File: src/sv/bsf_pkg.sv
// shared types, constants and weight table for the binomial smoothing filter
`default_nettype none
package bsf_pkg;

  localparam int MAX_TAPS     = 7;
  localparam int SAMPLE_WIDTH = 32;
  localparam int LEN_W        = 3;
  localparam int WEIGHT_W     = 6;
  localparam int PROD_W       = SAMPLE_WIDTH + WEIGHT_W + 1;
  localparam int SUM_W        = SAMPLE_WIDTH + MAX_TAPS + 1;
  localparam int NPAIR        = (MAX_TAPS + 1) / 2;
  localparam int NCHAN        = 2;
  localparam logic [LEN_W-1:0] MIN_LEN = LEN_W'(2);
  localparam logic [LEN_W-1:0] MAX_LEN = LEN_W'(MAX_TAPS);

  typedef logic signed [SAMPLE_WIDTH-1:0] sample_t;
  typedef logic signed [PROD_W-1:0]       prod_t;
  typedef logic signed [SUM_W-1:0]        sum_t;
  typedef prod_t prod_vec_t [MAX_TAPS];

  typedef struct packed {
    logic signed [SAMPLE_WIDTH-1:0] time_value;
    logic signed [SAMPLE_WIDTH-1:0] sample_value;
  } in_t;

  typedef struct packed {
    logic signed [SAMPLE_WIDTH-1:0] smoothed_time;
    logic signed [SAMPLE_WIDTH-1:0] smoothed_sample;
  } out_t;

  // row r of pascal's triangle, zero past its end
  localparam logic [WEIGHT_W-1:0] PASCAL [MAX_TAPS][MAX_TAPS] = '{
    '{6'd1, 6'd0, 6'd0,  6'd0,  6'd0,  6'd0, 6'd0},
    '{6'd1, 6'd1, 6'd0,  6'd0,  6'd0,  6'd0, 6'd0},
    '{6'd1, 6'd2, 6'd1,  6'd0,  6'd0,  6'd0, 6'd0},
    '{6'd1, 6'd3, 6'd3,  6'd1,  6'd0,  6'd0, 6'd0},
    '{6'd1, 6'd4, 6'd6,  6'd4,  6'd1,  6'd0, 6'd0},
    '{6'd1, 6'd5, 6'd10, 6'd10, 6'd5,  6'd1, 6'd0},
    '{6'd1, 6'd6, 6'd15, 6'd20, 6'd15, 6'd6, 6'd1}
  };

  function automatic logic [LEN_W-1:0] clamp_len(input logic [LEN_W-1:0] v);
    logic [LEN_W-1:0] n;
    n = v;
    if (n < MIN_LEN) n = MIN_LEN;
    if (n > MAX_LEN) n = MAX_LEN;
    return n;
  endfunction

endpackage
`default_nettype wire

File: src/sv/bsf_lane.sv
// one channel: tap line of the last samples and the weighted products of all taps
`default_nettype none
module bsf_lane (
  input  wire logic                     clk,
  input  wire logic                     rst,
  input  wire logic                     load,
  input  wire logic                     en,
  input  wire bsf_pkg::sample_t         din,
  input  wire logic [bsf_pkg::LEN_W-1:0] len,
  output bsf_pkg::prod_vec_t            prod
);

  bsf_pkg::sample_t  taps [bsf_pkg::MAX_TAPS];
  bsf_pkg::sample_t  line [bsf_pkg::MAX_TAPS];
  bsf_pkg::prod_vec_t prod_next;
  logic [bsf_pkg::LEN_W-1:0] row;

  // newest sample sits in tap 0; the row is symmetric so tap order does not matter
  always_comb begin
    row = len - bsf_pkg::LEN_W'(1);
    line[0] = din;
    for (int i = 1; i < bsf_pkg::MAX_TAPS; i++) begin
      line[i] = taps[i-1];
    end
    for (int i = 0; i < bsf_pkg::MAX_TAPS; i++) begin
      prod_next[i] = bsf_pkg::PROD_W'(line[i]) *
                     bsf_pkg::prod_t'({1'b0, bsf_pkg::PASCAL[row][i]});
    end
  end

  // taps past the window carry zero weight but must still hold known values
  always_ff @(posedge clk) begin
    if (rst) begin
      taps <= '{default: '0};
    end else if (load) begin
      taps <= line;
    end
    if (en) begin
      prod <= prod_next;
    end
  end

endmodule
`default_nettype wire

File: config.mk
export PLATFORM = sky130hd
export DESIGN_NAME = bsf_lane
export DESIGN_NICKNAME = d
export VERILOG_FILES = /design/src/sv/bsf_pkg.sv /design/src/sv/bsf_lane.sv
export SDC_FILE = /design/constraint.sdc
export NUM_CORES = 2
export LEC_CHECK = 0
export BUFFER_PORTS_ARGS = -buffer_cell sky130_fd_sc_hd__buf_2
export CAP_MARGIN = 20
export CORE_AREA = 2 2 265 267
export DETAILED_ROUTE_END_ITERATION = 8
export DIE_AREA = 0 0 267 269
export GPL_ROUTABILITY_DRIVEN = 1
export HOLD_SLACK_MARGIN = 0.08
export PLACE_DENSITY_LB_ADDON = 0.3
export SLEW_MARGIN = 5
export SYNTH_ARGS = -nofsm -noshare
export SYNTH_HDL_FRONTEND = slang
export SYNTH_SLANG_ARGS = --single-unit
File: constraint.sdc
create_clock -name clk -period 7.3 [get_ports clk]
set_input_delay 1.095 -clock clk [delete_from_list [all_inputs] [get_ports clk]]
set_output_delay 1.095 -clock clk [all_outputs]
set_load 0.01 [all_outputs]
After elaboration in Yosys (flattened, before gate mapping)
Memories as Yosys holds them, arrays and structs flattened.
Index checks and enable logic that the tools add are counted.
- register bits: 465
- ROM bits: 336
- bits of input ports: 39
- output and inout bits: 273
- word-level logic and storage cells: 26
- memories kept: 1
- add/subtract/negate cells: 1
- multipliers: 7
- order comparisons: 1
- multiplexer cells: 2
- bitwise logic cells: 1
- memory list (memory ; depth ; bits a word ; rd ports ; clocked after memory_dff ; wr ports ; line ; text):
    (name not given) ; 8 ; 42 ; 1 ; 0 ; 0 ; bsf_lane.sv:27 ; bsf_pkg::prod_t'({1'b0, bsf_pkg::PASCAL[row][i]});
- operator list (kind ; count):
    $mul 32x7->39 ; 7
    $mux 42 ; 2
    $ge 4x4->1 const B ; 1
    $not 3->4 ; 1
    $sub 3x1->3 const B ; 1

Longest topological paths before layout
- depth after elaboration: 6
- mapped depth: 25
- gate-level depth less buffers: 23

Worst setup path after synthesis
No wires, ideal clock.
- kind: input port to flip-flop
- start: input port len[0] (netlist name)
- end: register prod[155] (netlist name), data pin
- setup time: 0.260 ns
- arrival: 6.299 ns
- data required time: 7.040 ns
- slack: 0.742 ns
- stages on the path: 23
- path buffers: 2
- cells stage by stage: inv_1 > ha_1 > xor2_1 > clkbuf_1 > clkbuf_1 > and3_1 > fa_1 > ha_1 > fa_1 > inv_1 > fa_1 > inv_1 > ha_1 > a21o_1 > a21o_1 > a21oi_1 > nor2b_1 > o31ai_2 > a21oi_2 > a31oi_4 > o21bai_2 > a41oi_2 > xnor2_1
- RTL lines (element ; line ; text):
    start: declaration ; bsf_lane.sv:9 ; input wire logic [bsf_pkg::LEN_W-1:0] len,
    end signal: assignment ; bsf_lane.sv:39 ; prod <= prod_next;
    end: declaration ; bsf_lane.sv:10 ; output bsf_pkg::prod_vec_t prod

==> results by group <==
Pwr
  – Cell Pwr Density: roughly 150 nW/µm²
  – Power consumption: between 6 and 7 mW
  – Leakage power: between 20 and 25 nW
  – IR drop worst, VDD: 0.179 mV

Logic synthesis
  – Most instantiated cells after synthesis: inv_1 (690), ha_1 (433), nor2_1 (325)
  – Number of enable flip-flop cells after synthesis: around 260
  – Post-Synthesis Mean Instance Area: 9.64 µm²
  – Synthesized netlist net count: approximately 4800
  – Post-synthesis register bit count: between 400 and 500
  – Synth cell types: between 80 and 90
  – Most instantiated flip-flop cell in the synthesis netlist: edfxtp_1
  – Area leader, netlist: edfxtp_1
  – Post-synthesis sequential area ratio: 0.302
  – Synthesized area: approximately 38000 µm²
  – Synthesis warning total: 0
  – Instance count of the mapped netlist: between 3000 and 4000
  – Area share of the largest cell type after synthesis: 0.202
  – Share of synthesized registers carrying an async set or reset: 0
  – Top area cells in the synthesized netlist: edfxtp_1 (20%), fa_1 (15%), ha_1 (14%), dfxtp_1 (10%), inv_1 (6.7%)
  – Most frequent cell after synthesis: inv_1

GRT
  – Wire length of the first global-routing pass: approximately 140 mm
  – Global Route Usage Sum: 0.250
  – Initial antenna violation count: 6
  – Overflow left after global routing: 0
  – Via count of the first global-routing pass: approximately 27000
  – Maximum number of pins on one net before global-route repair: about 150

STA
  – Ratio of final minimum period to clock period: 0.856
  – Count of final max-slew check failures: 0
  – Setup Total Neg Slack: 0 ns
  – Final number of hold-violating endpoints: 0
  – Clk_skew: 0.0503 ns
  – Peak Freq: about 160 MHz
  – Pin slew with the least headroom to its limit: approximately 1.1 ns
  – Time the worst path needs with I/O delays and setup: approximately 6.2 ns
  – Final-report setup violation count: 0
  – Unrepaired setup endpoints after global routing: no
  – Relative slew margins: 0.246

CTS
  – Cell chosen for the clock root: clkbuf_16
  – Latest clock arrival within the worst-skew pair: about 0.63 ns
  – Number of buffers added by the clock tree synthesis step: 50
  – CTS clk-pin slew, worst paths: around 0.060 ns
  – Post-cts gate resize count: 0
  – Hold-fix buffers, CTS: 0
  – TritonCTS sink count: around 450
  – Post-CTS Repair Setup Buffers: 0
  – Largest buffer count on any clock path: 3
  – Clock tree from TritonCTS: yes
  – H-tree lvl count: 2

Finish
  – Growth of design area from synthesis to finish: 10.9%
  – Fill cell instance count of the final layout: approximately 5800
  – Fraction of layout cells with a size suffix above 1: 0.113
  – Number of nets in the finished design: around 5000

Place
  – Placer Congestion: a little under 0.9
  – Post-detailed-placement half-perimeter wirelength: around 70 mm
  – Number of I/O port buffers: 311

Flow run
  – Max-cap viol count: 0

Detailed routing
  – Total via count after detailed routing: roughly 27000
  – First-pass detailed-route iteration total: 6
  – Final WL: just under 90 mm
  – Antenna-violating nets left: 0
  – Detailed-route wire length per cell: roughly 17 µm
  – Residual DRC: 0
  – Number of design-rule violations left by the first detailed-router iteration: 1662
  – Vias/cell: around 5.3

Worst setup path
  – Sort of element at the start of the critical path: input port
  – CP endpoint kind: flip-flop
  – Highest fanout seen on the critical path: 30
  – Kind of critical path: in2reg
  – Arrival time at the worst endpoint: about 6.6 ns
  – Data required time of the critical path: between 7 and 8 ns

Floorplanning
  – Placeable core region: 69300 µm²
  – Count of boundary I/O pins: approximately 310
  – DIE AREA: between 70000 and 80000 µm²
  – Effective utilization at floorplan: 0.555
  – Die boundary width: ~270 µm
  – Placement row count: a little under 100
  – Die Ht: roughly 270 µm

Min path
  – Worst min-delay path category: reg2reg

Outcome
  – Run status: finished clean
## sequential cells by signal, summed over array words and instances, names as in the netlist
name  count
line    192
prod    259
## path summary, 6_finish.rpt
kind | endpoint | from | cells past startpoint | slack, ns
setup reg to reg | prod[155]$_DFFE_PP_ | line[106]$_SDFFE_PP0P_ | 18 | 2.21
setup / recovery | prod[155]$_DFFE_PP_ | len[0] | 23 | 1.05
hold / removal | line[30]$_SDFFE_PP0P_ | line[30]$_SDFFE_PP0P_ | 2 | 0.49
hold reg to reg | line[30]$_SDFFE_PP0P_ | line[30]$_SDFFE_PP0P_ | 2 | 0.49
## layout by cell type, fill, tap and decap left out, types with 34 or more instances in the layout
| master | instances |
|---|---|
| a21o_1 | 114 |
| a21oi_1 | 151 |
| and2_1 | 222 |
| and3_1 | 54 |
| buf_2 | 308 |
| clkbuf_16 | 53 |
| dfxtp_1 | 192 |
| edfxtp_1 | 259 |
| fa_1 | 292 |
| ha_1 | 432 |
| inv_1 | 691 |
| mux2i_1 | 194 |
| nand2_1 | 222 |
| nand2b_1 | 50 |
| nand3_1 | 34 |
| nor2_1 | 323 |
| nor2b_1 | 98 |
| o21ai_0 | 63 |
| xnor2_1 | 98 |
| xor2_1 | 61 |
## power by group
part           internal (mW)  switching, mW  total [mW]
Combinational          0.283          0.481       0.764
Clock                   1.52           1.09        2.61
Sequential              2.81         0.0744        2.88
## stage by stage
stage               hold WS (ns)  area [µm²]  cells  setup slack (ns)   util
floorplan                  0.452       38400   3987             0.742      -
global placement           0.464       40900   5117             0.499  0.590
detailed placement         0.474       40900   5117             0.455  0.590
CTS                        0.491       42600   5210              1.13  0.615
global route               0.515       42600   5211             0.641  0.615
finish                     0.487       42600   5212              1.05  0.615
## critical path, cell delays in order
cell	delay, ns
buf_2	0.11
inv_1	0.14
ha_2	0.27
xor2_4	0.51
buf_12	0.25
and2_1	0.40
nand2_1	0.20
fa_1	0.56
inv_1	0.04
ha_1	0.31
fa_1	0.55
inv_1	0.05
fa_1	0.50
inv_1	0.04
ha_1	0.36
nor2b_1	0.16
o21ai_0	0.17
nand2b_1	0.12
a21o_1	0.18
a21oi_1	0.14
o21ai_0	0.16
a41oi_2	0.20
xnor2_1	0.09
## logic make-up after synthesis
family | share of synthesized area
AOI/OAI and AO/OA | 0.0918
xor gates and xnor gates | 0.0365
adders and majority gates | 0.293
buffers and inverters | 0.0837
DFF | 0.302
muxes | 0.0505
and+or+nand+nor | 0.142
## layer usage
layer / routed length, µm / GRT usage / vias to the layer above
met5: 37 / 0 / -
met4: 2280 / 0.0686 / 6
met3: 4940 / 0.0414 / 126
met2: 42300 / 0.426 / 634
met1: 38900 / 0.331 / 13133
li1: - / - / 13497
## area by class of cell
cell class	count	area, µm²	share of cell area
clock buffers	64	1400	0.0329
clock inverters	29	310	0.00728
multi-input cells	2694	23600	0.555
flip-flops and latches	451	11600	0.273
repair buffers	341	1870	0.0439
diodes	2	5.00	0.000117
well taps	940	1180	0.0276
inverters	691	2590	0.0609
(Power assumes the default switching activity.)
