===== src/sv/bsf_pkg.sv =====
// shared types, constants and weight table for the binomial smoothing filter
`default_nettype none
package bsf_pkg;

  localparam int MAX_TAPS     = 7;
  localparam int SAMPLE_WIDTH = 32;
  localparam int LEN_W        = 3;
  localparam int WEIGHT_W     = 6;
  localparam int PROD_W       = SAMPLE_WIDTH + WEIGHT_W + 1;
  localparam int SUM_W        = SAMPLE_WIDTH + MAX_TAPS + 1;
  localparam int NPAIR        = (MAX_TAPS + 1) / 2;
  localparam int NCHAN        = 2;
  localparam logic [LEN_W-1:0] MIN_LEN = LEN_W'(2);
  localparam logic [LEN_W-1:0] MAX_LEN = LEN_W'(MAX_TAPS);

  typedef logic signed [SAMPLE_WIDTH-1:0] sample_t;
  typedef logic signed [PROD_W-1:0]       prod_t;
  typedef logic signed [SUM_W-1:0]        sum_t;
  typedef prod_t prod_vec_t [MAX_TAPS];

  typedef struct packed {
    logic signed [SAMPLE_WIDTH-1:0] time_value;
    logic signed [SAMPLE_WIDTH-1:0] sample_value;
  } in_t;

  typedef struct packed {
    logic signed [SAMPLE_WIDTH-1:0] smoothed_time;
    logic signed [SAMPLE_WIDTH-1:0] smoothed_sample;
  } out_t;

  // row r of pascal's triangle, zero past its end
  localparam logic [WEIGHT_W-1:0] PASCAL [MAX_TAPS][MAX_TAPS] = '{
    '{6'd1, 6'd0, 6'd0,  6'd0,  6'd0,  6'd0, 6'd0},
    '{6'd1, 6'd1, 6'd0,  6'd0,  6'd0,  6'd0, 6'd0},
    '{6'd1, 6'd2, 6'd1,  6'd0,  6'd0,  6'd0, 6'd0},
    '{6'd1, 6'd3, 6'd3,  6'd1,  6'd0,  6'd0, 6'd0},
    '{6'd1, 6'd4, 6'd6,  6'd4,  6'd1,  6'd0, 6'd0},
    '{6'd1, 6'd5, 6'd10, 6'd10, 6'd5,  6'd1, 6'd0},
    '{6'd1, 6'd6, 6'd15, 6'd20, 6'd15, 6'd6, 6'd1}
  };

  function automatic logic [LEN_W-1:0] clamp_len(input logic [LEN_W-1:0] v);
    logic [LEN_W-1:0] n;
    n = v;
    if (n < MIN_LEN) n = MIN_LEN;
    if (n > MAX_LEN) n = MAX_LEN;
    return n;
  endfunction

endpackage
`default_nettype wire


===== src/sv/bsf_merge.sv =====
// adder tree over the lane products, then the floor shift by n-1
`default_nettype none
module bsf_merge (
  input  wire logic                      clk,
  input  wire logic                      en,
  input  wire logic [bsf_pkg::LEN_W-1:0] len,
  input  wire bsf_pkg::prod_vec_t        time_prod,
  input  wire bsf_pkg::prod_vec_t        sample_prod,
  output bsf_pkg::out_t                  result
);

  bsf_pkg::sum_t pair   [bsf_pkg::NCHAN][bsf_pkg::NPAIR];
  bsf_pkg::sum_t pair_next [bsf_pkg::NCHAN][bsf_pkg::NPAIR];
  bsf_pkg::sum_t padded [bsf_pkg::NCHAN][2*bsf_pkg::NPAIR];
  bsf_pkg::sum_t total  [bsf_pkg::NCHAN];
  bsf_pkg::sum_t scaled [bsf_pkg::NCHAN];
  bsf_pkg::out_t result_next;
  logic [bsf_pkg::LEN_W-1:0] shift;

  always_comb begin
    for (int i = 0; i < 2*bsf_pkg::NPAIR; i++) begin
      padded[0][i] = '0;
      padded[1][i] = '0;
    end
    for (int i = 0; i < bsf_pkg::MAX_TAPS; i++) begin
      padded[0][i] = bsf_pkg::SUM_W'(time_prod[i]);
      padded[1][i] = bsf_pkg::SUM_W'(sample_prod[i]);
    end
    for (int c = 0; c < bsf_pkg::NCHAN; c++) begin
      for (int p = 0; p < bsf_pkg::NPAIR; p++) begin
        pair_next[c][p] = padded[c][2*p] + padded[c][2*p+1];
      end
    end
  end

  // arithmetic shift rounds toward minus infinity
  always_comb begin
    shift = len - bsf_pkg::LEN_W'(1);
    for (int c = 0; c < bsf_pkg::NCHAN; c++) begin
      total[c] = '0;
      for (int p = 0; p < bsf_pkg::NPAIR; p++) begin
        total[c] = total[c] + pair[c][p];
      end
      scaled[c] = total[c] >>> shift;
    end
    result_next.smoothed_time   = scaled[0][bsf_pkg::SAMPLE_WIDTH-1:0];
    result_next.smoothed_sample = scaled[1][bsf_pkg::SAMPLE_WIDTH-1:0];
  end

  always_ff @(posedge clk) begin
    if (en) begin
      pair   <= pair_next;
      result <= result_next;
    end
  end

endmodule
`default_nettype wire


===== config.mk =====
export PLATFORM = sky130hd
export DESIGN_NAME = bsf_merge
export DESIGN_NICKNAME = d
export VERILOG_FILES = /design/src/sv/bsf_pkg.sv /design/src/sv/bsf_merge.sv
export SDC_FILE = /design/constraint.sdc
export NUM_CORES = 1
export LEC_CHECK = 0
export ABC_AREA = 1
export BUFFER_PORTS_ARGS = -buffer_cell sky130_fd_sc_hd__buf_2
export CAP_MARGIN = 10
export CORE_MARGIN = 2
export CORE_UTILIZATION = 23
export CTS_CLUSTER_DIAMETER = 40
export DETAILED_ROUTE_END_ITERATION = 8
export PLACE_DENSITY_LB_ADDON = 0.2
export SETUP_SLACK_MARGIN = 0.05
export SYNTH_ARGS = -nofsm -noshare
export SYNTH_HDL_FRONTEND = slang
export SYNTH_SLANG_ARGS = --single-unit

===== constraint.sdc =====
create_clock -name clk -period 3.6 [get_ports clk]
set_input_delay 0.72 -clock clk [delete_from_list [all_inputs] [get_ports clk]]
set_output_delay 0.72 -clock clk [all_outputs]
set_load 0.1 [all_outputs]

# Word-level counts from Yosys, hierarchy flattened
# Index checks and enable logic that the tools add are counted.
# totals
wordCells,25
mem_bits_ro,0
ff_bits,382
ramBits,0
in_bits,551
latchBits,0
mem_count,0
out_inout_bits,64
# op_classes
div_mod_pow,0
muxes,0
bitwise_logic,0
multipliers,0
n_eq_ne,0
order_cmp,0
n_addsub,13
shifts,2
reduce_logical,0
# op_table
op,n
39-bit by 39-bit adder with 40-bit output,6
40-bit adder,4
40-bit by 39-bit adder with 40-bit output,2
40-bit by 3-bit >>> shifter with 32-bit output,2
"3-bit by 1-bit subtractor with 3-bit output, second input constant",1

# Longest topological paths before layout
# logic_depth
ltp_word,4
ltp_mapped,22
depth_no_buf,22

# Least setup slack after synthesis
# OpenSTA, ideal clock, no wires.
# synth_path
path_kind,reg2reg
from,register pair[161] (netlist name)
to,register result[44] (netlist name) (data pin)
period_less_slack_ps,3344
path_buffers,0
path_slack_ps,256
setup_ps,253
required_ps,3347
path_stages_with_launch,21
arrival_time_ps,3091
cell_sequence,edfxtp_1 -> inv_1 -> fa_1 -> fa_1 -> inv_1 -> ha_1 -> inv_1 -> fa_1 -> inv_1 -> nand3_1 -> nand3_1 -> nand2_1 -> nand2_2 -> nand2_1 -> nand2_2 -> xor2_2 -> nand2_1 -> o21ai_2 -> or2_1 -> nand3_1 -> nand2_1
# synth_lines
item,line_no,source
start: declaration,bsf_merge.sv:12,bsf_pkg::sum_t pair [bsf_pkg::NCHAN][bsf_pkg::NPAIR];
start signal: assignment,bsf_merge.sv:52,pair <= pair_next;
end signal: assignment,bsf_merge.sv:53,result <= result_next;
end: declaration,bsf_merge.sv:9,output bsf_pkg::out_t result

==> impl_metrics.env <==
export IMPL_core_um2=165200
export IMPL_ys_warn_count=0
export IMPL_cpLargestDelayFamily="adder cells"
export IMPL_p_leak_nw=23.33
export IMPL_grt_first_pass_wirelength_um=228900
export IMPL_grt_use_total=0.1817
export IMPL_place_worst_setup_slack_ns=-0.04708
export IMPL_required_ns=4.01
export IMPL_cp_arrival_ns=3.92
export IMPL_crit_type="reg2reg"
export IMPL_slew_violations=0
export IMPL_ys_seq_area_frac=0.2947
export IMPL_antenna_found_initial=26
export IMPL_clock_fmax_mhz=285.2
export IMPL_critical_path_max_stage_delay_ns=0.58
export IMPL_num_vias=36504
export IMPL_irDropWorstVdd_v=0.0004543
export IMPL_ioPinCount=615
export IMPL_dr_first_iter_drc_count=2517
export IMPL_cts_sinks=376
export IMPL_drive_above_1_share=0.2498
export IMPL_fin_worst_skew_ns=0.03173
export IMPL_gp_congestion=0.9381
export IMPL_synthCells=5058
export IMPL_wire_per_inst_um=19.74
export IMPL_nets=6829
export IMPL_dp_hpwl_um=138700
export IMPL_fp_dieArea_um2=169900
export IMPL_initial_core_util=0.2320
export IMPL_cts_clk_slew_worst_paths_ns=0.06
export IMPL_cts_max_path_buffers=3
export IMPL_start_kind="flop"
export IMPL_cp_slowest_cell="fa_1"
export IMPL_grt_max_degree=80
export IMPL_root_buffer="clkbuf_16"
export IMPL_drv_cap=0
export IMPL_placementRows=149
export IMPL_path_cells="inv_1 -> fa_1 -> inv_1 -> fa_1 -> ha_4 -> nand2_2 -> inv_1 -> nand2_2 -> nor3_1 -> nand3_1 -> nand2_1 -> nand2_1 -> nand3_2 -> nand3_2 -> nand3_2 -> nand2_1"
export IMPL_h_tree_depth=3
export IMPL_dpl_cell_area_um2=44770
export IMPL_min_period_ns=3.506
export IMPL_max_slew_margin_rel=0.2850
export IMPL_period_share=0.9740
export IMPL_critical_path_buf_inv_count=3
export IMPL_layout_common_cells="nand2_1, inv_1, buf_2, edfxtp_1, nor2_1"
export IMPL_first_pass_iters=8
export IMPL_fillCellCount=18134
export IMPL_grt_ovfl_total=0
export IMPL_area_growth_syn_to_layout_pct=30.27
export IMPL_hold_viol_final=0
export IMPL_synthDistinctLibCells=50
export IMPL_grt_setup_unrepaired="true"
export IMPL_grt_pass1_vias=36657
export IMPL_fin_util=0.3022
export IMPL_layout_commonest_cell="nand2_1"
export IMPL_via_per_inst=4.521
export IMPL_fin_ws_ns=0.09351
export IMPL_clkLatencyLatePin_ns=0.67
export IMPL_tightest_slew_ns=1.072
export IMPL_post_route_drc_count=0
export IMPL_end_kind="flop"
export IMPL_final_cell_area_um2=49910
export IMPL_setup_tns_ns=0
export IMPL_p_per_area_nw_per_um2=880.4
export IMPL_synth_seq_cells=376
export IMPL_hold_path_class="in2reg"
export IMPL_ant_nets=0
export IMPL_synthesis_nets=6072
export IMPL_routed_wl_um=159400
export IMPL_syn_area_um2=38310
export IMPL_worstPathMaxFanout=4
export IMPL_syn_avg_cell_area_um2=7.575
export IMPL_numCtsBuffers=78
export IMPL_status="complete, no violations"
export IMPL_die_w_um=412.1
export IMPL_die_h_um=412.1
export IMPL_final_setup_viol_count=0
export IMPL_cts_tree="yes"
export IMPL_io_buffers=614
## worst paths after layout
path | end | slack (ns) | start | depth (start not counted)
max | result[59] | 0.09 | pair[176] | 16
min reg2reg | result[32] | 0.90 | pair[280] | 5
min | pair[178] | 0.21 | time_prod[18] | 1
max reg2reg | result[59] | 0.09 | pair[176] | 16
## through the flow
stage / hold slack, ns / total power, mW / instances
2_1_floorplan: 0.8189 / 23.54 / 5058
3_3_place_gp: 0.8998 / 32.09 / 7911
3_5_place_dp: 0.8982 / 32.01 / 7911
4_1_cts: 0.1585 / 39.89 / 8056
5_1_grt: 0.1892 / 47.32 / 8069
6_report: 0.2075 / 43.94 / 8074
## Yosys cell counts (all sizes together)
cell | n | area [um2]
a21boi | 8 | 60.06
a21o | 25 | 187.7
a21oi | 339 | 1828
a221oi | 3 | 26.28
a31oi | 56 | 356.6
and2 | 8 | 51.30
and3 | 5 | 31.28
buf | 33 | 157.7
clkbuf | 10 | 37.54
clkinv | 1 | 3.750
edfxtp | 376 | 11290
fa | 158 | 3163
ha | 305 | 3816
inv | 999 | 3750
mux2i | 9 | 90.09
nand2 | 1116 | 4274
nand3 | 478 | 2432
nand3b | 18 | 135.1
nand4 | 37 | 231.5
nor2 | 422 | 1647
nor3 | 45 | 250.2
nor4 | 41 | 352.8
o2111ai | 6 | 52.55
o211ai | 10 | 75.07
o21a | 15 | 112.6
o21ai | 221 | 1204
o21bai | 58 | 457.9
o221a | 1 | 11.26
o221ai | 11 | 96.34
or2 | 5 | 31.28
xnor2 | 80 | 700.7
xor2 | 159 | 1400
## worst reg2reg max path, cell delays in order (launching register included)
cell,delay (ns)
edfxtp_1,0.32
inv_1,0.06
fa_1,0.58
inv_1,0.07
fa_1,0.48
ha_4,0.34
nand2_2,0.07
inv_1,0.08
nand2_2,0.08
nor3_1,0.33
nand3_1,0.21
nand2_1,0.11
nand2_1,0.09
nand3_2,0.10
nand3_2,0.12
nand3_2,0.13
nand2_1,0.07
## cell type report
| cell class | instances | area (um2) | area share |
|---|---|---|---|
| tap | 2189 | 2739 | 0.05487 |
| antenna | 5 | 12.51 | 0.0002507 |
| clock buffer | 83 | 1971 | 0.03948 |
| multi-input combinational | 3639 | 25460 | 0.5100 |
| clock inverter | 62 | 695.7 | 0.01394 |
| inverter | 1000 | 3754 | 0.07520 |
| sequential | 376 | 11290 | 0.2262 |
| timing repair buffer | 720 | 3995 | 0.08004 |
## power breakdown
part           switching [mW]  leakage [nW]  total [mW]  internal, mW
Combinational            19.4          18.4        29.8          10.4
Sequential              0.676          3.68        6.85          6.17
Clock                    2.77          1.28        7.31          4.53
## per-layer routing
| layer | vias to the layer above | wire [um] | global-route usage |
|---|---|---|---|
| met4 | 14 | 4654 | 0.05701 |
| met5 | - | 92 | 0 |
| met1 | 17122 | 72710 | 0.2469 |
| met2 | 1082 | 73420 | 0.2955 |
| met3 | 184 | 8531 | 0.02685 |
| li1 | 18102 | - | - |
## registers in the layout (all words and copies together), names as in the netlist
name    cells
pair      312
result     64
## cells by family (layout without fill, tap and decap cells)
kind of cell | Yosys count | in the layout | share of synthesized area
flops | 376 | 376 | 0.2947
xor+xnor | 239 | 239 | 0.05483
compound gates | 753 | 753 | 0.1166
other cells | 0 | 5 | 0
mux | 9 | 9 | 0.002351
simple gates | 2175 | 2175 | 0.2463
buf+inv | 1043 | 1865 | 0.1031
fa+ha+maj | 463 | 463 | 0.1822
## timing repair
| action | in CTS | in global routing |
|---|---|---|
| hold buffers | 0 | 0 |
| setup endpoints to repair | 46 | 64 |
| buffers inserted | 0 | 13 |
| pin swaps | 4 | 159 |
| cloned | 0 | 0 |
| hold endpoints to repair | 0 | 0 |
| gates resized for setup | 35 | 522 |
No activity file was read; power rests on OpenSTA's default activity.
